==> config.mk <==
export PLATFORM = sky130hd
export DESIGN_NAME = work_stealing_task_deque
export DESIGN_NICKNAME = d
export VERILOG_FILES = /design/src/rtl/wstd_pkg.sv /design/src/rtl/wstd_front.sv /design/src/rtl/wstd_exec.sv /design/src/rtl/work_stealing_task_deque.sv
export SDC_FILE = /design/constraint.sdc
export NUM_CORES = 2
export LEC_CHECK = 0
export ABC_AREA = 1
export BUFFER_PORTS_ARGS = -buffer_cell sky130_fd_sc_hd__buf_4
export CAP_MARGIN = 0
export CORE_UTILIZATION = 25
export CTS_BUF_LIST = sky130_fd_sc_hd__clkbuf_2
export DETAILED_ROUTE_END_ITERATION = 8
export PLACE_DENSITY_LB_ADDON = 0.05
export REMOVE_ABC_BUFFERS = 1
export SLEW_MARGIN = 20
export SYNTH_ARGS = -nofsm -noshare
export SYNTH_HDL_FRONTEND = slang
export SYNTH_HIERARCHICAL = 1
export SYNTH_SLANG_ARGS = --single-unit
export TNS_END_PERCENT = 50
==> constraint.sdc <==
create_clock -name clk -period 7.7 [get_ports clk]
set_input_delay 1.155 -clock clk [delete_from_list [all_inputs] [get_ports clk]]
set_output_delay 1.155 -clock clk [all_outputs]
set_load 0.02 [all_outputs]
==> src/rtl/wstd_pkg.sv <==
// shared types and codes for the work-stealing task deque
`default_nettype none

package wstd_pkg;

	// fixed field widths of the channels
	localparam int FUNC_W     = 3;
	localparam int TASK_IN_W  = 32;
	localparam int TASK_OUT_W = 32;
	localparam int STATUS_W   = 2;
	localparam int OCC_W      = 7;

	// command queue between front and back
	localparam int CQ_DEPTH = 2;
	localparam int CQ_PTR_W = 1;
	localparam int CQ_CNT_W = 2;

	// function codes on the input channel
	localparam logic [FUNC_W-1:0] FUNC_PUSH_FRONT = 3'd0;
	localparam logic [FUNC_W-1:0] FUNC_POP_FRONT  = 3'd1;
	localparam logic [FUNC_W-1:0] FUNC_PUSH_BACK  = 3'd2;
	localparam logic [FUNC_W-1:0] FUNC_POP_BACK   = 3'd3;
	localparam logic [FUNC_W-1:0] FUNC_STEAL      = 3'd4;

	// result status codes
	localparam logic [STATUS_W-1:0] STATUS_DONE  = 2'd0;
	localparam logic [STATUS_W-1:0] STATUS_FULL  = 2'd1;
	localparam logic [STATUS_W-1:0] STATUS_EMPTY = 2'd2;

	// decoded operation
	typedef enum logic [2:0] {
		OP_PUSH_FRONT,
		OP_POP_FRONT,
		OP_PUSH_BACK,
		OP_POP_BACK,
		OP_STEAL,
		OP_NOP
	} op_t;

	// execution sequencer states
	typedef enum logic [1:0] {
		ST_IDLE,
		ST_READ,
		ST_SCAN,
		ST_TAKE
	} state_t;

	// input transaction
	typedef struct packed {
		logic [FUNC_W-1:0]    func;
		logic [TASK_IN_W-1:0] task_req;
	} item_t;

	// output transaction
	typedef struct packed {
		logic [STATUS_W-1:0]   status;
		logic [TASK_OUT_W-1:0] task_out;
		logic                  last;
		logic [OCC_W-1:0]      occupancy;
	} result_t;

	// classified command held in the queue
	typedef struct packed {
		op_t                  op;
		logic [TASK_IN_W-1:0] task_req;
	} cmd_t;

	// head of the command queue as seen by the back end
	typedef struct packed {
		logic valid;
		cmd_t cmd;
	} cq_head_t;

endpackage

`default_nettype wire

==> src/rtl/wstd_front.sv <==
// front end: accepts input transactions, decodes them and queues commands
`default_nettype none

module wstd_front (
	input  wire logic             clk,
	input  wire logic             arst_n,
	input  wire logic             cmd_valid,
	output logic                  cmd_stall,
	input  wire wstd_pkg::item_t  cmd,
	output wstd_pkg::cq_head_t    cq,
	input  wire logic             cq_pop
);

	wstd_pkg::cmd_t                 entry_q [wstd_pkg::CQ_DEPTH];
	logic [wstd_pkg::CQ_PTR_W-1:0]  wr_ptr_q;
	logic [wstd_pkg::CQ_PTR_W-1:0]  rd_ptr_q;
	logic [wstd_pkg::CQ_CNT_W-1:0]  count_q;
	logic                           push;
	wstd_pkg::op_t                  op_dec;

	// decode the function code
	always_comb begin
		case (cmd.func)
			wstd_pkg::FUNC_PUSH_FRONT: op_dec = wstd_pkg::OP_PUSH_FRONT;
			wstd_pkg::FUNC_POP_FRONT:  op_dec = wstd_pkg::OP_POP_FRONT;
			wstd_pkg::FUNC_PUSH_BACK:  op_dec = wstd_pkg::OP_PUSH_BACK;
			wstd_pkg::FUNC_POP_BACK:   op_dec = wstd_pkg::OP_POP_BACK;
			wstd_pkg::FUNC_STEAL:      op_dec = wstd_pkg::OP_STEAL;
			default:                   op_dec = wstd_pkg::OP_NOP;
		endcase
	end

	// stall only on a full queue
	assign cmd_stall = (count_q == wstd_pkg::CQ_CNT_W'(wstd_pkg::CQ_DEPTH));
	assign push      = cmd_valid && !cmd_stall;

	// queue head towards the back end
	assign cq.valid = (count_q != '0);
	assign cq.cmd   = entry_q[rd_ptr_q];

	// queue storage
	always_ff @(posedge clk) begin
		if (push) begin
			entry_q[wr_ptr_q].op       <= op_dec;
			entry_q[wr_ptr_q].task_req <= cmd.task_req;
		end
	end

	// pointers and fill count
	always_ff @(posedge clk or negedge arst_n) begin
		if (!arst_n) begin
			wr_ptr_q <= '0;
			rd_ptr_q <= '0;
			count_q  <= '0;
		end else begin
			if (push) begin
				wr_ptr_q <= wr_ptr_q + 1'b1;
			end
			if (cq_pop) begin
				rd_ptr_q <= rd_ptr_q + 1'b1;
			end
			case ({push, cq_pop})
				2'b10:   count_q <= count_q + 1'b1;
				2'b01:   count_q <= count_q - 1'b1;
				default: count_q <= count_q;
			endcase
		end
	end

endmodule

`default_nettype wire

==> src/rtl/wstd_exec.sv <==
// back end: ring storage, slot flags, end indexes and the operation sequencer
`default_nettype none

module wstd_exec #(
	parameter int CAPACITY  = 64,
	parameter int TASK_BITS = 32
) (
	input  wire logic               clk,
	input  wire logic               arst_n,
	input  wire wstd_pkg::cq_head_t cq,
	output logic                    cq_pop,
	output logic                    res_valid,
	input  wire logic               res_stall,
	output wstd_pkg::result_t       res
);

	localparam int RING = 2 * CAPACITY;
	localparam int IW   = $clog2(RING);
	localparam int SW   = $clog2(CAPACITY);

	// ring index helpers, indexes run modulo twice the capacity
	function automatic logic [IW-1:0] ring_inc(input logic [IW-1:0] a);
		ring_inc = (a == IW'(RING - 1)) ? '0 : a + IW'(1);
	endfunction

	function automatic logic [IW-1:0] ring_dec(input logic [IW-1:0] a);
		ring_dec = (a == '0) ? IW'(RING - 1) : a - IW'(1);
	endfunction

	function automatic logic [IW-1:0] ring_add(input logic [IW-1:0] a, input logic [IW-1:0] d);
		logic [IW:0] sum;
		sum = {1'b0, a} + {1'b0, d};
		if (sum >= (IW + 1)'(RING)) begin
			sum = sum - (IW + 1)'(RING);
		end
		ring_add = sum[IW-1:0];
	endfunction

	function automatic logic [IW-1:0] ring_sub(input logic [IW-1:0] a, input logic [IW-1:0] b);
		ring_sub = (a >= b) ? a - b : a + IW'(RING) - b;
	endfunction

	function automatic logic [SW-1:0] slot_of(input logic [IW-1:0] a);
		slot_of = (a >= IW'(CAPACITY)) ? SW'(a - IW'(CAPACITY)) : SW'(a);
	endfunction

	function automatic logic [IW-1:0] clamp_occ(input logic [IW-1:0] size);
		clamp_occ = (size > IW'(CAPACITY)) ? IW'(CAPACITY) : size;
	endfunction

	// state
	wstd_pkg::state_t        state_q, state_d;
	logic [IW-1:0]           front_q, front_d;
	logic [IW-1:0]           back_q, back_d;
	logic [IW-1:0]           base_q, base_d;
	logic [SW-1:0]           off_q, off_d;
	logic                    taken_q, taken_d;
	logic                    last_q, last_d;
	logic [CAPACITY-1:0]     full_q;
	logic [TASK_BITS-1:0]    slot_mem [CAPACITY];
	logic [TASK_BITS-1:0]    rdata_q;
	wstd_pkg::result_t       res_q, res_d;
	logic                    res_valid_q;

	// datapath controls
	logic                    mem_we, mem_re;
	logic [SW-1:0]           mem_addr;
	logic                    full_set, full_clr;
	logic                    res_load;
	logic [1:0]              res_status;
	logic [TASK_BITS-1:0]    res_task;
	logic                    res_last;

	// shared decisions
	logic                    out_free, dispatch;
	logic [SW-1:0]           s_front, s_front_m1, s_back, s_back_m1, s_scan;
	logic [IW-1:0]           scan_pos, size_now;
	logic [SW-1:0]           steal_off;
	logic [TASK_BITS+wstd_pkg::TASK_IN_W-1:0]  task_in_ext;
	logic [TASK_BITS-1:0]    head_task;
	logic                    push_front_ok, pop_front_ok, push_back_ok, pop_back_ok;
	logic                    scan_take;
	logic [TASK_BITS+wstd_pkg::TASK_OUT_W-1:0] task_out_ext;
	logic [IW-1:0]           occ_next;
	logic [IW+wstd_pkg::OCC_W-1:0]             occ_ext;

	// slot addresses, occupancy and outcome of each operation
	always_comb begin
		out_free      = !res_valid_q || !res_stall;
		dispatch      = cq.valid && out_free;
		s_front       = slot_of(front_q);
		s_front_m1    = slot_of(ring_dec(front_q));
		s_back        = slot_of(back_q);
		s_back_m1     = slot_of(ring_dec(back_q));
		scan_pos      = ring_add(base_q, IW'(off_q));
		s_scan        = slot_of(scan_pos);
		size_now      = clamp_occ(ring_sub(front_q, back_q));
		steal_off     = SW'((size_now - IW'(1)) >> 1);
		task_in_ext   = {{TASK_BITS{1'b0}}, cq.cmd.task_req};
		head_task     = task_in_ext[TASK_BITS-1:0];
		push_front_ok = !full_q[s_front];
		pop_front_ok  = full_q[s_front_m1];
		push_back_ok  = !full_q[s_back_m1];
		pop_back_ok   = (size_now != '0) && full_q[s_back];
		scan_take     = taken_q || full_q[s_scan];
	end

	// next state
	always_comb begin
		state_d = state_q;
		case (state_q)
			wstd_pkg::ST_IDLE: begin
				if (dispatch) begin
					case (cq.cmd.op)
						wstd_pkg::OP_POP_FRONT: begin
							if (pop_front_ok) state_d = wstd_pkg::ST_READ;
						end
						wstd_pkg::OP_POP_BACK: begin
							if (pop_back_ok) state_d = wstd_pkg::ST_READ;
						end
						wstd_pkg::OP_STEAL: begin
							if (size_now != '0) state_d = wstd_pkg::ST_SCAN;
						end
						default: state_d = wstd_pkg::ST_IDLE;
					endcase
				end
			end
			wstd_pkg::ST_READ: begin
				if (out_free) state_d = wstd_pkg::ST_IDLE;
			end
			wstd_pkg::ST_SCAN: begin
				if (scan_take) begin
					state_d = wstd_pkg::ST_TAKE;
				end else if (off_q == '0 && out_free) begin
					state_d = wstd_pkg::ST_IDLE;
				end
			end
			wstd_pkg::ST_TAKE: begin
				if (out_free) begin
					state_d = last_q ? wstd_pkg::ST_IDLE : wstd_pkg::ST_SCAN;
				end
			end
			default: state_d = wstd_pkg::ST_IDLE;
		endcase
	end

	// datapath controls per state
	always_comb begin
		cq_pop     = 1'b0;
		mem_we     = 1'b0;
		mem_re     = 1'b0;
		mem_addr   = '0;
		full_set   = 1'b0;
		full_clr   = 1'b0;
		front_d    = front_q;
		back_d     = back_q;
		base_d     = base_q;
		off_d      = off_q;
		taken_d    = taken_q;
		last_d     = last_q;
		res_load   = 1'b0;
		res_status = wstd_pkg::STATUS_DONE;
		res_task   = '0;
		res_last   = 1'b1;
		case (state_q)
			wstd_pkg::ST_IDLE: begin
				if (dispatch) begin
					cq_pop = 1'b1;
					case (cq.cmd.op)
						wstd_pkg::OP_PUSH_FRONT: begin
							res_load = 1'b1;
							if (push_front_ok) begin
								mem_we   = 1'b1;
								mem_addr = s_front;
								full_set = 1'b1;
								front_d  = ring_inc(front_q);
							end else begin
								res_status = wstd_pkg::STATUS_FULL;
								res_task   = head_task;
							end
						end
						wstd_pkg::OP_POP_FRONT: begin
							if (pop_front_ok) begin
								mem_re   = 1'b1;
								mem_addr = s_front_m1;
								full_clr = 1'b1;
								front_d  = ring_dec(front_q);
							end else begin
								res_load   = 1'b1;
								res_status = wstd_pkg::STATUS_EMPTY;
							end
						end
						wstd_pkg::OP_PUSH_BACK: begin
							res_load = 1'b1;
							if (push_back_ok) begin
								mem_we   = 1'b1;
								mem_addr = s_back_m1;
								full_set = 1'b1;
								back_d   = ring_dec(back_q);
							end else begin
								res_status = wstd_pkg::STATUS_FULL;
								res_task   = head_task;
							end
						end
						wstd_pkg::OP_POP_BACK: begin
							if (pop_back_ok) begin
								mem_re   = 1'b1;
								mem_addr = s_back;
								full_clr = 1'b1;
								back_d   = ring_inc(back_q);
							end else begin
								res_load   = 1'b1;
								res_status = wstd_pkg::STATUS_EMPTY;
							end
						end
						wstd_pkg::OP_STEAL: begin
							if (size_now != '0) begin
								base_d  = back_q;
								off_d   = steal_off;
								taken_d = 1'b0;
							end else begin
								res_load   = 1'b1;
								res_status = wstd_pkg::STATUS_EMPTY;
							end
						end
						default: begin
							res_load = 1'b1;
						end
					endcase
				end
			end
			wstd_pkg::ST_READ: begin
				if (out_free) begin
					res_load = 1'b1;
					res_task = rdata_q;
				end
			end
			wstd_pkg::ST_SCAN: begin
				// walk from the middle toward the back end
				if (scan_take) begin
					mem_re   = 1'b1;
					mem_addr = s_scan;
					full_clr = 1'b1;
					taken_d  = 1'b1;
					last_d   = (off_q == '0);
					if (!taken_q) begin
						back_d = ring_inc(scan_pos);
					end
				end else if (off_q != '0) begin
					off_d = off_q - SW'(1);
				end else if (out_free) begin
					res_load   = 1'b1;
					res_status = wstd_pkg::STATUS_EMPTY;
				end
			end
			wstd_pkg::ST_TAKE: begin
				if (out_free) begin
					res_load = 1'b1;
					res_task = rdata_q;
					res_last = last_q;
					if (!last_q) begin
						off_d = off_q - SW'(1);
					end
				end
			end
			default: begin
				res_load = 1'b0;
			end
		endcase
	end

	// result assembly, occupancy after the update
	always_comb begin
		task_out_ext     = {{wstd_pkg::TASK_OUT_W{1'b0}}, res_task};
		occ_next         = clamp_occ(ring_sub(front_d, back_d));
		occ_ext          = {{wstd_pkg::OCC_W{1'b0}}, occ_next};
		res_d.status     = res_status;
		res_d.task_out   = task_out_ext[wstd_pkg::TASK_OUT_W-1:0];
		res_d.last       = res_last;
		res_d.occupancy  = occ_ext[wstd_pkg::OCC_W-1:0];
	end

	// task storage with registered read
	always_ff @(posedge clk) begin
		if (mem_we) begin
			slot_mem[mem_addr] <= head_task;
		end
		if (mem_re) begin
			rdata_q <= slot_mem[mem_addr];
		end
	end

	// output payload register
	always_ff @(posedge clk) begin
		if (res_load) begin
			res_q <= res_d;
		end
	end

	// control registers
	always_ff @(posedge clk or negedge arst_n) begin
		if (!arst_n) begin
			state_q     <= wstd_pkg::ST_IDLE;
			front_q     <= '0;
			back_q      <= '0;
			base_q      <= '0;
			off_q       <= '0;
			taken_q     <= 1'b0;
			last_q      <= 1'b0;
			full_q      <= '0;
			res_valid_q <= 1'b0;
		end else begin
			state_q <= state_d;
			front_q <= front_d;
			back_q  <= back_d;
			base_q  <= base_d;
			off_q   <= off_d;
			taken_q <= taken_d;
			last_q  <= last_d;
			if (full_set) begin
				full_q[mem_addr] <= 1'b1;
			end
			if (full_clr) begin
				full_q[mem_addr] <= 1'b0;
			end
			if (res_load) begin
				res_valid_q <= 1'b1;
			end else if (!res_stall) begin
				res_valid_q <= 1'b0;
			end
		end
	end

	assign res_valid = res_valid_q;
	assign res       = res_q;

	// commands leave the queue only when the sequencer is free
	a_pop_in_idle: assert property (@(posedge clk) disable iff (!arst_n)
		cq_pop |-> state_q == wstd_pkg::ST_IDLE)
		else $error("command taken while sequencer busy");

	// a memory read is always followed by a state that uses its data
	a_read_used: assert property (@(posedge clk) disable iff (!arst_n)
		mem_re |=> (state_q == wstd_pkg::ST_READ || state_q == wstd_pkg::ST_TAKE))
		else $error("read data not consumed");

	// only successful steal results may be non-final
	a_nonlast_done: assert property (@(posedge clk) disable iff (!arst_n)
		res_valid_q && !res_q.last |-> res_q.status == wstd_pkg::STATUS_DONE)
		else $error("non-final result with error status");

	// the front index stays inside the ring
	a_index_range: assert property (@(posedge clk) disable iff (!arst_n)
		front_q < IW'(RING - 1) || front_q == IW'(RING - 1))
		else $error("front index out of range");

	// memory access is never a read and write at once
	a_one_access: assert property (@(posedge clk) disable iff (!arst_n)
		!(mem_we && mem_re))
		else $error("memory read and write in one cycle");

endmodule

`default_nettype wire

==> src/rtl/work_stealing_task_deque.sv <==
// top level of the work-stealing task deque
//
// channel | valid     | stall     | payload            | transaction
// --------+-----------+-----------+--------------------+------------------------------
// command | cmd_valid | cmd_stall | cmd  (item_t)      | one deque operation
// result  | res_valid | res_stall | res  (result_t)    | one result, last marks the end
//
// A command waits in the two-entry command queue until the sequencer is free, then the
// sequencer dispatches it: pushes, failed pops or steals, and unknown codes give their
// result the next cycle; successful pops first pass the registered slot memory read.
// Steal-half skips empty slots from the middle toward the back, then reads each task and sends its result.
// Reset clears the slot flags and indexes at once; the slot memory needs no clearing.
// A stalled result holds the sequencer while the queue still takes up to two commands.
`default_nettype none

module work_stealing_task_deque #(
	parameter int CAPACITY  = 64,
	parameter int TASK_BITS = 32
) (
	input  wire logic              clk,
	input  wire logic              arst_n,
	input  wire logic              cmd_valid,
	output logic                   cmd_stall,
	input  wire wstd_pkg::item_t   cmd,
	output logic                   res_valid,
	input  wire logic              res_stall,
	output wstd_pkg::result_t      res
);

	wstd_pkg::cq_head_t cq;
	logic               cq_pop;

	// accept and classify
	wstd_front u_front (
		.clk       (clk),
		.arst_n    (arst_n),
		.cmd_valid (cmd_valid),
		.cmd_stall (cmd_stall),
		.cmd       (cmd),
		.cq        (cq),
		.cq_pop    (cq_pop)
	);

	// execute against the ring
	wstd_exec #(
		.CAPACITY  (CAPACITY),
		.TASK_BITS (TASK_BITS)
	) u_exec (
		.clk       (clk),
		.arst_n    (arst_n),
		.cq        (cq),
		.cq_pop    (cq_pop),
		.res_valid (res_valid),
		.res_stall (res_stall),
		.res       (res)
	);

endmodule

`default_nettype wire
### Word-level counts from Yosys, hierarchy flattened

Memories as Yosys holds them, arrays and structs flattened. A register that Yosys moved wholly into a read port is not among the register bits.
Index checks and enable logic that the tools add are counted.

* output and inout port bits: 44
* memories kept: 2
* register bits after elaboration: 142
* memory bits (writable): 2118

Memory list
* u_exec.slot_mem: words 64, bits a word 32, rd ports 1, clocked after Yosys merged registers in 1, write ports 1, RTL line wstd_exec.sv:60 `logic [TASK_BITS-1:0] slot_mem [CAPACITY];`
* u_front.entry_q: words 2, bits a word 35, rd ports 1, clocked after Yosys merged registers in 0, write ports 1, RTL line wstd_front.sv:14 `wstd_pkg::cmd_t entry_q [wstd_pkg::CQ_DEPTH];`

* reduce and logical (&&, ||, !) cells: 29
* multiplexer cells: 117
* equal/unequal tests: 31
* $lt $le $gt $ge: 15
* add/subtract/negate cells: 20
* bitwise gates (word level): 3

Operators with widths (count)
* two-way mux 32 bit: 4
* two-way mux 64 bit: 2
* one-hot mux 32 bit (2 select lines): 2
* two-way mux 7 bit: 16
* two-way mux 6 bit: 18
* AND 64 bit: 1
* NOT 64 bit: 1
* bitwise OR 64 bit: 1
* less-than comparator 6 x 7 -> 1 bit, second input constant: 6
* one-hot mux 7 bit (2 select lines): 3
* subtractor 6 x 1 -> 6 bit, second input constant: 6
* >= comparator 7 bit, second input constant: 5
* two-way mux 1 bit: 35
* two-way mux 2 bit: 16
* binary-select mux 1 bit (select 6 bit): 5
* subtractor 7 x 1 -> 7 bit, second input constant: 4
* one-hot mux 6 bit (4 select lines): 1
* adder 7 x 1 -> 7 bit, second input constant: 3
* equality test 7 bit, second input constant: 3
* one-hot mux 6 bit (3 select lines): 1
* one-hot mux 3 bit (5 select lines): 1
* > comparator 7 bit, second input constant: 2
* logical NOT 7 bit: 2
* != test 2 x 1 -> 1 bit, second input constant: 7
* 39 further kinds: 70

### Longest topological paths before layout

* depth in word-level cells: 18
* mapped depth: 38
* depth with buffers taken out: 35

### By module

Netlist, hierarchy kept.

Modules (own cells, without submodules)
* wstd_exec: times used 1, cells each 9234, sequential area each 66123.4 um^2, area an instance 95942.0 um^2
* wstd_front: times used 1, cells each 214, sequential area each 2202.1 um^2, area an instance 2862.7 um^2

### Least setup slack after synthesis

Ideal clock, no wire load.

* path kind: register to register
* start point: reg u_exec.front_q[0]
* end point: mem u_exec.slot_mem[32][0], enable pin
* stages on the path, launching flop included: 31
* setup time: 0.463 ns
* arrival time: 5.923 ns
* period minus slack after synthesis: 6.387 ns
* required time: 7.237 ns
* buffers on the path: 2
* setup slack: 1.313 ns
* path through: dfrtp_1 -> buf_4 -> inv_2 -> buf_2 -> ha_1 -> inv_1 -> fa_1 -> nand3_1 -> nand3_1 -> xor2_1 -> nand3_1 -> nor2_1 -> a21oi_1 -> inv_1 -> nand2_1 -> ha_1 -> inv_1 -> nor2_1 -> nand3_1 -> nand2_2 -> nor2_2 -> inv_1 -> o211ai_1 -> nand2_1 -> o21ai_2 -> inv_2 -> nor2_2 -> inv_2 -> nor2_4 -> inv_2 -> nor3_1

* cells in the longest elaborated chain, start to end: 10

RTL lines
* from (decl): RTL line wstd_exec.sv:53 `logic [IW-1:0] front_q, front_d;`
* from (signal assigned): RTL line wstd_exec.sv:314 `front_q <= front_d;`
* subtractor 7 x 1 -> 7 bit, or another cell as far along: RTL line wstd_exec.sv:27 `ring_dec = (a == '0) ? IW'(RING - 1) : a - IW'(1);`
* two-way mux 7 bit / two-way mux 6 bit (equally long branches): RTL line wstd_exec.sv:27, wstd_exec.sv:44
* subtractor 6 x 1 -> 6 bit, or another cell as far along: RTL line wstd_exec.sv:44 `slot_of = (a >= IW'(CAPACITY)) ? SW'(a - IW'(CAPACITY)) : SW'(a);`
* two-way mux 6 bit / two-way mux 1 bit (equally long branches): RTL line wstd_exec.sv:44, wstd_exec.sv:101
* binary-select mux 1 bit (select 6 bit) / two-way mux 1 bit (equally long branches): RTL line wstd_exec.sv:102, wstd_exec.sv:172
* two-way mux 1 bit (implied by the code) / one-hot mux 1 bit (2 select lines) (equally long branches): RTL line wstd_exec.sv:102, wstd_exec.sv:169
* two-way mux 6 bit / two-way mux 1 bit (equally long branches): RTL line wstd_exec.sv:183, wstd_exec.sv:167
* one-hot mux 6 bit (4 select lines) / two-way mux 1 bit (equally long branches): RTL line wstd_exec.sv:169, wstd_exec.sv:165
* two-way mux 6 bit / two-way mux 1 bit (equally long branches): RTL line wstd_exec.sv:167, wstd_exec.sv:285
* one-hot mux 6 bit (2 select lines) / two-way mux 1 bit (equally long branches): RTL line wstd_exec.sv:165, wstd_exec.sv:286
* to (decl): RTL line wstd_exec.sv:60

Parallel ways exist; a longest one is shown, timed or not. The select of a mux whose other input is x is not followed.

### Final worst setup path

* start point: reg u_exec.front_q[0]
* end point: reg u_exec.rdata_q[12], read port of u_exec.slot_mem, data pin

* cells in the longest elaborated chain, start to end: 10

RTL lines
* subtractor 7 x 1 -> 7 bit / logical NOT 7 bit (equally long branches): RTL line wstd_exec.sv:27
* two-way mux 7 bit: RTL line wstd_exec.sv:27
* subtractor 6 x 1 -> 6 bit / >= comparator 7 bit (equally long branches): RTL line wstd_exec.sv:44
* two-way mux 6 bit: RTL line wstd_exec.sv:44
* binary-select mux 1 bit (select 6 bit): RTL line wstd_exec.sv:102 `pop_front_ok = full_q[s_front_m1];`
* two-way mux 1 bit (implied by the code): RTL line wstd_exec.sv:102
* two-way mux 6 bit / two-way mux 1 bit (equally long branches): RTL line wstd_exec.sv:183 `if (pop_front_ok) begin`
* one-hot mux 6 bit (4 select lines) / one-hot mux 1 bit (2 select lines) (equally long branches): RTL line wstd_exec.sv:169 `case (cq.cmd.op)`
* two-way mux 6 bit / two-way mux 1 bit (equally long branches): RTL line wstd_exec.sv:167 `if (dispatch) begin`
* one-hot mux 6 bit (2 select lines) / one-hot mux 1 bit (2 select lines) (equally long branches): RTL line wstd_exec.sv:165 `case (state_q)`
* to (decl): RTL line wstd_exec.sv:61 `logic [TASK_BITS-1:0] rdata_q;`

Parallel ways exist; a longest one is shown, timed or not. The select of a mux whose other input is x is not followed.
A chain may end at the register's enable or synchronous reset.

==> results.txt <==
----------------------------------------------------
[Setup path]
  Critical path arrival ... 8660 ps
  Library cell appearing most often on the critical path ... sky130_fd_sc_hd__nand2_1
  Number of buffer and inverter stages on the critical path ... 8
  Kind of critical path ... flip-flop to flip-flop
  Max stage delay on crit path ... 450 ps
  Startpoint kind of the worst setup timing path ... flip-flop
  CP max stage cell ... sky130_fd_sc_hd__inv_2
  Maximum fanout along the worst path ... 66
  Delay-heaviest family, CP ... simple AND/OR/NAND/NOR gates
  Sort of element at the end of the critical path ... flip-flop
  Worst path required time ... 9540 ps

[Place]
  HPWL after detailed placement ... 226000 um
  Placement-stage cell area ... 108000 sq um
  Number of I/O port buffers ... 82
  Final estimated routing congestion in global placement ... 0.865

[Yosys]
  Post-Synth Simple-Gate Area ... 24.1%
  Top post-synthesis cells by area ... sky130_fd_sc_hd__edfxtp_1 (67%), sky130_fd_sc_hd__nand2_1 (18%), sky130_fd_sc_hd__nand3_1 (2.8%)
  Adder and majority cell fraction of the synthesized area ... 0.415%
  Area of the mapped netlist ... 98800 sq um
  Fraction of synthesized area in multiplexers ... 0%
  Count of warnings emitted by yosys ... 6
  Share of flip-flops with an asynchronous set or reset after synthesis ... 4.36%
  Area fraction in compound gates after synthesis ... 2.58%
  Top cells by count, synth ... sky130_fd_sc_hd__nand2_1 (4692), sky130_fd_sc_hd__edfxtp_1 (2192), sky130_fd_sc_hd__nand3_1 (549)
  Most frequent cell after synthesis ... sky130_fd_sc_hd__nand2_1
  Number of enable-type register cells in the synthesized netlist ... 2192
  Number of instances in the synthesized netlist ... 9448
  Total of flip-flops plus latches after synthesis ... 2292
  Area share of the leading cell type in the synthesized netlist ... 66.6%
  Most used DFF post-synth ... sky130_fd_sc_hd__edfxtp_1
  Cell type with the highest aggregate area in the netlist ... sky130_fd_sc_hd__edfxtp_1
  Yosys cell types ... 54
  Post-synthesis xor/xnor area fraction ... 0.324%
  Sequential area share after synthesis ... 69.2%
  Combinational family with the most area after synthesis ... simple AND/OR/NAND/NOR gates
  Mapped Avg Cell Area ... 10.5 sq um

[Layout]
  Multi-input logic area ... 28000 sq um
  Area growth syn-to-layout ... 16.5%
  Share of cells above drive strength 1 ... 15.7%
  Register Area ... 68300 sq um
  Final design instance area without fill ... 115000 sq um
  Post-layout nets ... 10200
  Fill count ... 41200

[Floorplanning]
  Starting density of the core ... 25.2%
  Height of the chip ... 631 um
  Row cnt ... 230
  Overall die width ... 631 um
  Core area ... 393000 sq um
  Top Ports ... 83
  Overall die area ... 398000 sq um

[Timing]
  Fin. max-slew vios ... 0
  Number of hold violations in the final report ... 0
  Total of endpoints with negative setup slack in the final report ... 0
  Share of the cycle needed by the critical path after routing ... 88.7%
  Setup total negative slack ... 0 ps
  Max-slew headroom ... 25.6%
  Max Clock Skew ... 185 ps
  Highest clock rate ... 146 MHz
  Final critical path time including I/O delays and setup ... 6830 ps
  Slew of the pin with the lowest slew margin ... 1120 ps
  RSZ-0062 raised after global routing ... no

[Global routing]
  Overall global routing resource usage ... 19.4%
  Residual overflow from global routing ... 0
  Global-route wire length before repair ... 554000 um
  Initial antenna violation count ... 23
  Maximum number of pins on one net before global-route repair ... 128
  Number of global-route vias before repair ... 71500

[Clocking]
  CTS Root Cell ... sky130_fd_sc_hd__clkbuf_2
  Clock tree from TritonCTS ... done
  Maximum number of buffers from clock root to sink ... 4
  H-tree depth reported by CTS ... 6
  CTS Buf Count ... 669
  Clock sink count ... 2292
  Reg clk slew, reported paths ... 90 ps
  Clock latency reported for the late side of the worst-skew pair ... 2170 ps

[Power]
  Total power ... 48500 uW
  Leakage power ... 0.0456 uW
  Worst vdd ir ... 0.363 mV
  Cell area power density ... 422 nW/um^2

[Detailed routing]
  Routed vias/inst ... 4.55
  Post-route DRC violation count ... 0
  Number of DRC violations after detailed-routing iteration 0 ... 5605
  Length of the first detailed-routing pass in iterations ... 6
  Vias after detailed routing ... 72300
  Mean routed wirelength per cell ... 24.8 um
  Routed wire length ... 394000 um
  Count of nets left with antenna violations after detail routing ... 0

[Min path]
  Type of the most critical hold path ... primary input to flip-flop

[Run]
  Max-Cap Viols ... 0

[Outcome]
  Status ... completed

----------------------------------------------------
[layout make-up]
| cell class | count | share of cell area (%) |
|---|---|---|
| clock buffers | 1003 | 4.36 |
| multi-input cells | 6410 | 24.3 |
| inverters | 241 | 0.812 |
| repair buffers | 509 | 4.56 |
| clock inverters | 170 | 0.899 |
| flip-flops and latches | 2292 | 59.3 |
| well taps | 5220 | 5.67 |
| diodes | 29 | 0.0630 |
[placed cells by master, fill, tap and decap left out, types with 5 or more instances in the layout]
cell type / n
sky130_fd_sc_hd__nor2_1: 319
sky130_fd_sc_hd__nor3_1: 51
sky130_fd_sc_hd__nand2_1: 4689
sky130_fd_sc_hd__o21ai_4: 35
sky130_fd_sc_hd__dlygate4sd3_1: 106
sky130_fd_sc_hd__a21oi_1: 102
sky130_fd_sc_hd__dfrtp_1: 97
sky130_fd_sc_hd__inv_2: 40
sky130_fd_sc_hd__clkinv_4: 7
sky130_fd_sc_hd__clkinv_2: 12
sky130_fd_sc_hd__a31oi_1: 11
sky130_fd_sc_hd__clkbuf_2: 1003
sky130_fd_sc_hd__edfxtp_1: 2192
sky130_fd_sc_hd__nor3_2: 17
sky130_fd_sc_hd__buf_12: 90
sky130_fd_sc_hd__o21ai_0: 156
sky130_fd_sc_hd__nand2_4: 7
sky130_fd_sc_hd__nand3_1: 549
sky130_fd_sc_hd__nand4_1: 167
sky130_fd_sc_hd__xor2_1: 23
sky130_fd_sc_hd__o21ai_1: 39
sky130_fd_sc_hd__nor2_4: 39
sky130_fd_sc_hd__a32o_1: 32
sky130_fd_sc_hd__o211ai_1: 16
sky130_fd_sc_hd__nand2_2: 17
sky130_fd_sc_hd__buf_4: 311
sky130_fd_sc_hd__inv_1: 202
sky130_fd_sc_hd__xnor2_1: 8
sky130_fd_sc_hd__o31ai_1: 5
sky130_fd_sc_hd__diode_2: 29
sky130_fd_sc_hd__bufinv_16: 11
sky130_fd_sc_hd__clkinv_1: 121
sky130_fd_sc_hd__nor2_2: 8
sky130_fd_sc_hd__o22ai_1: 21
sky130_fd_sc_hd__clkinvlp_4: 11
sky130_fd_sc_hd__nor3_4: 29
sky130_fd_sc_hd__ha_1: 28
[stage by stage]
stage	hold WS, ps	worst slack [ps]	utilization, %	std cells
floorplan	442	-22270	-	8943
CTS	3.41	856	29.3	15800
global route	231	509	29.3	15800
global placement	459	667	27.5	14600
finish	407	872	29.3	15900
detailed placement	476	788	27.5	14600
[path summary, 6_finish.rpt]
| check | startpoint | to | slack, ps | depth (start not counted) |
|---|---|---|---|---|
| max | u_exec/front_q[0]$_DFF_PN0_ | u_exec/rdata_q[12]$_DFFE_PP_ | 870 | 31 |
| min | cmd[1] | u_front/entry_q[1][1]$_DFFE_PP_ | 410 | 3 |
| max reg2reg | u_exec/front_q[0]$_DFF_PN0_ | u_exec/rdata_q[12]$_DFFE_PP_ | 870 | 31 |
| min reg2reg | u_front/count_q[1]$_DFFE_PN0P_ | u_front/count_q[1]$_DFFE_PN0P_ | 490 | 2 |
| max in group asynchronous | arst_n | u_exec/full_q[52]$_DFF_PN0_ | 6060 | 5 |
| min in group asynchronous | arst_n | u_exec/front_q[1]$_DFF_PN0_ | 720 | 5 |
[registers in the layout, indices dropped and copies added, names as in the netlist]
register,count
u_exec/full_q,64
u_exec/rdata_q,32
u_front/wr_ptr_q,1
u_exec/off_q,6
u_exec/state_q,2
u_exec/back_q,7
u_exec/taken_q,1
u_exec/res,42
u_exec/base_q,7
u_front/count_q,2
u_front/entry_q,70
u_exec/res_valid,1
u_front/rd_ptr_q,1
u_exec/front_q,7
u_exec/slot_mem,2048
u_exec/last_q,1
[power breakdown]
| group | total, uW | internal [uW] | switching (uW) | leakage, uW |
|---|---|---|---|---|
| registers | 16400 | 16100 | 384 | 0.0212 |
| clock network | 9420 | 3830 | 5580 | 0.00464 |
| logic | 22700 | 5290 | 17400 | 0.0198 |
[routing by layer]
layer / GRT usage, % / vias to the layer above / routed length (um)
li1: - / 33600 / -
met1: 27.7 / 36000 / 189000
met2: 30.4 / 2076 / 176000
met3: 2.89 / 604 / 19400
met4: 5.42 / 4 / 9760
met5: 0 / - / 29
[worst register-to-register path: cells and delay by family, from the launching register on]
kind	cells	cell delay, ps
buffers and inverters	8	1790
flip-flops	1	420
adder cells (fa/ha/maj)	3	890
AO/OA/AOI/OAI	2	620
AND/OR/NAND/NOR	17	2580
XOR/XNOR	1	280
[kinds of logic after synthesis]
family                     Yosys count
AOI/OAI and AO/OA                  441
DFF                               2292
buffers and inverters              746
xor gates and xnor gates            34
adders and majority gates           31
and+or+nand+nor                   5904
[what timing repair did]
action / 4_1_cts / 5_1_grt
resized for setup: 0 / 0
hold buffers: 107 / 0
endpoints found under the setup margin: 0 / 0
buffers inserted: 0 / 0
hold endpoints to repair: 281 / 0
Note: power is estimated with default switching activity, not from simulation.
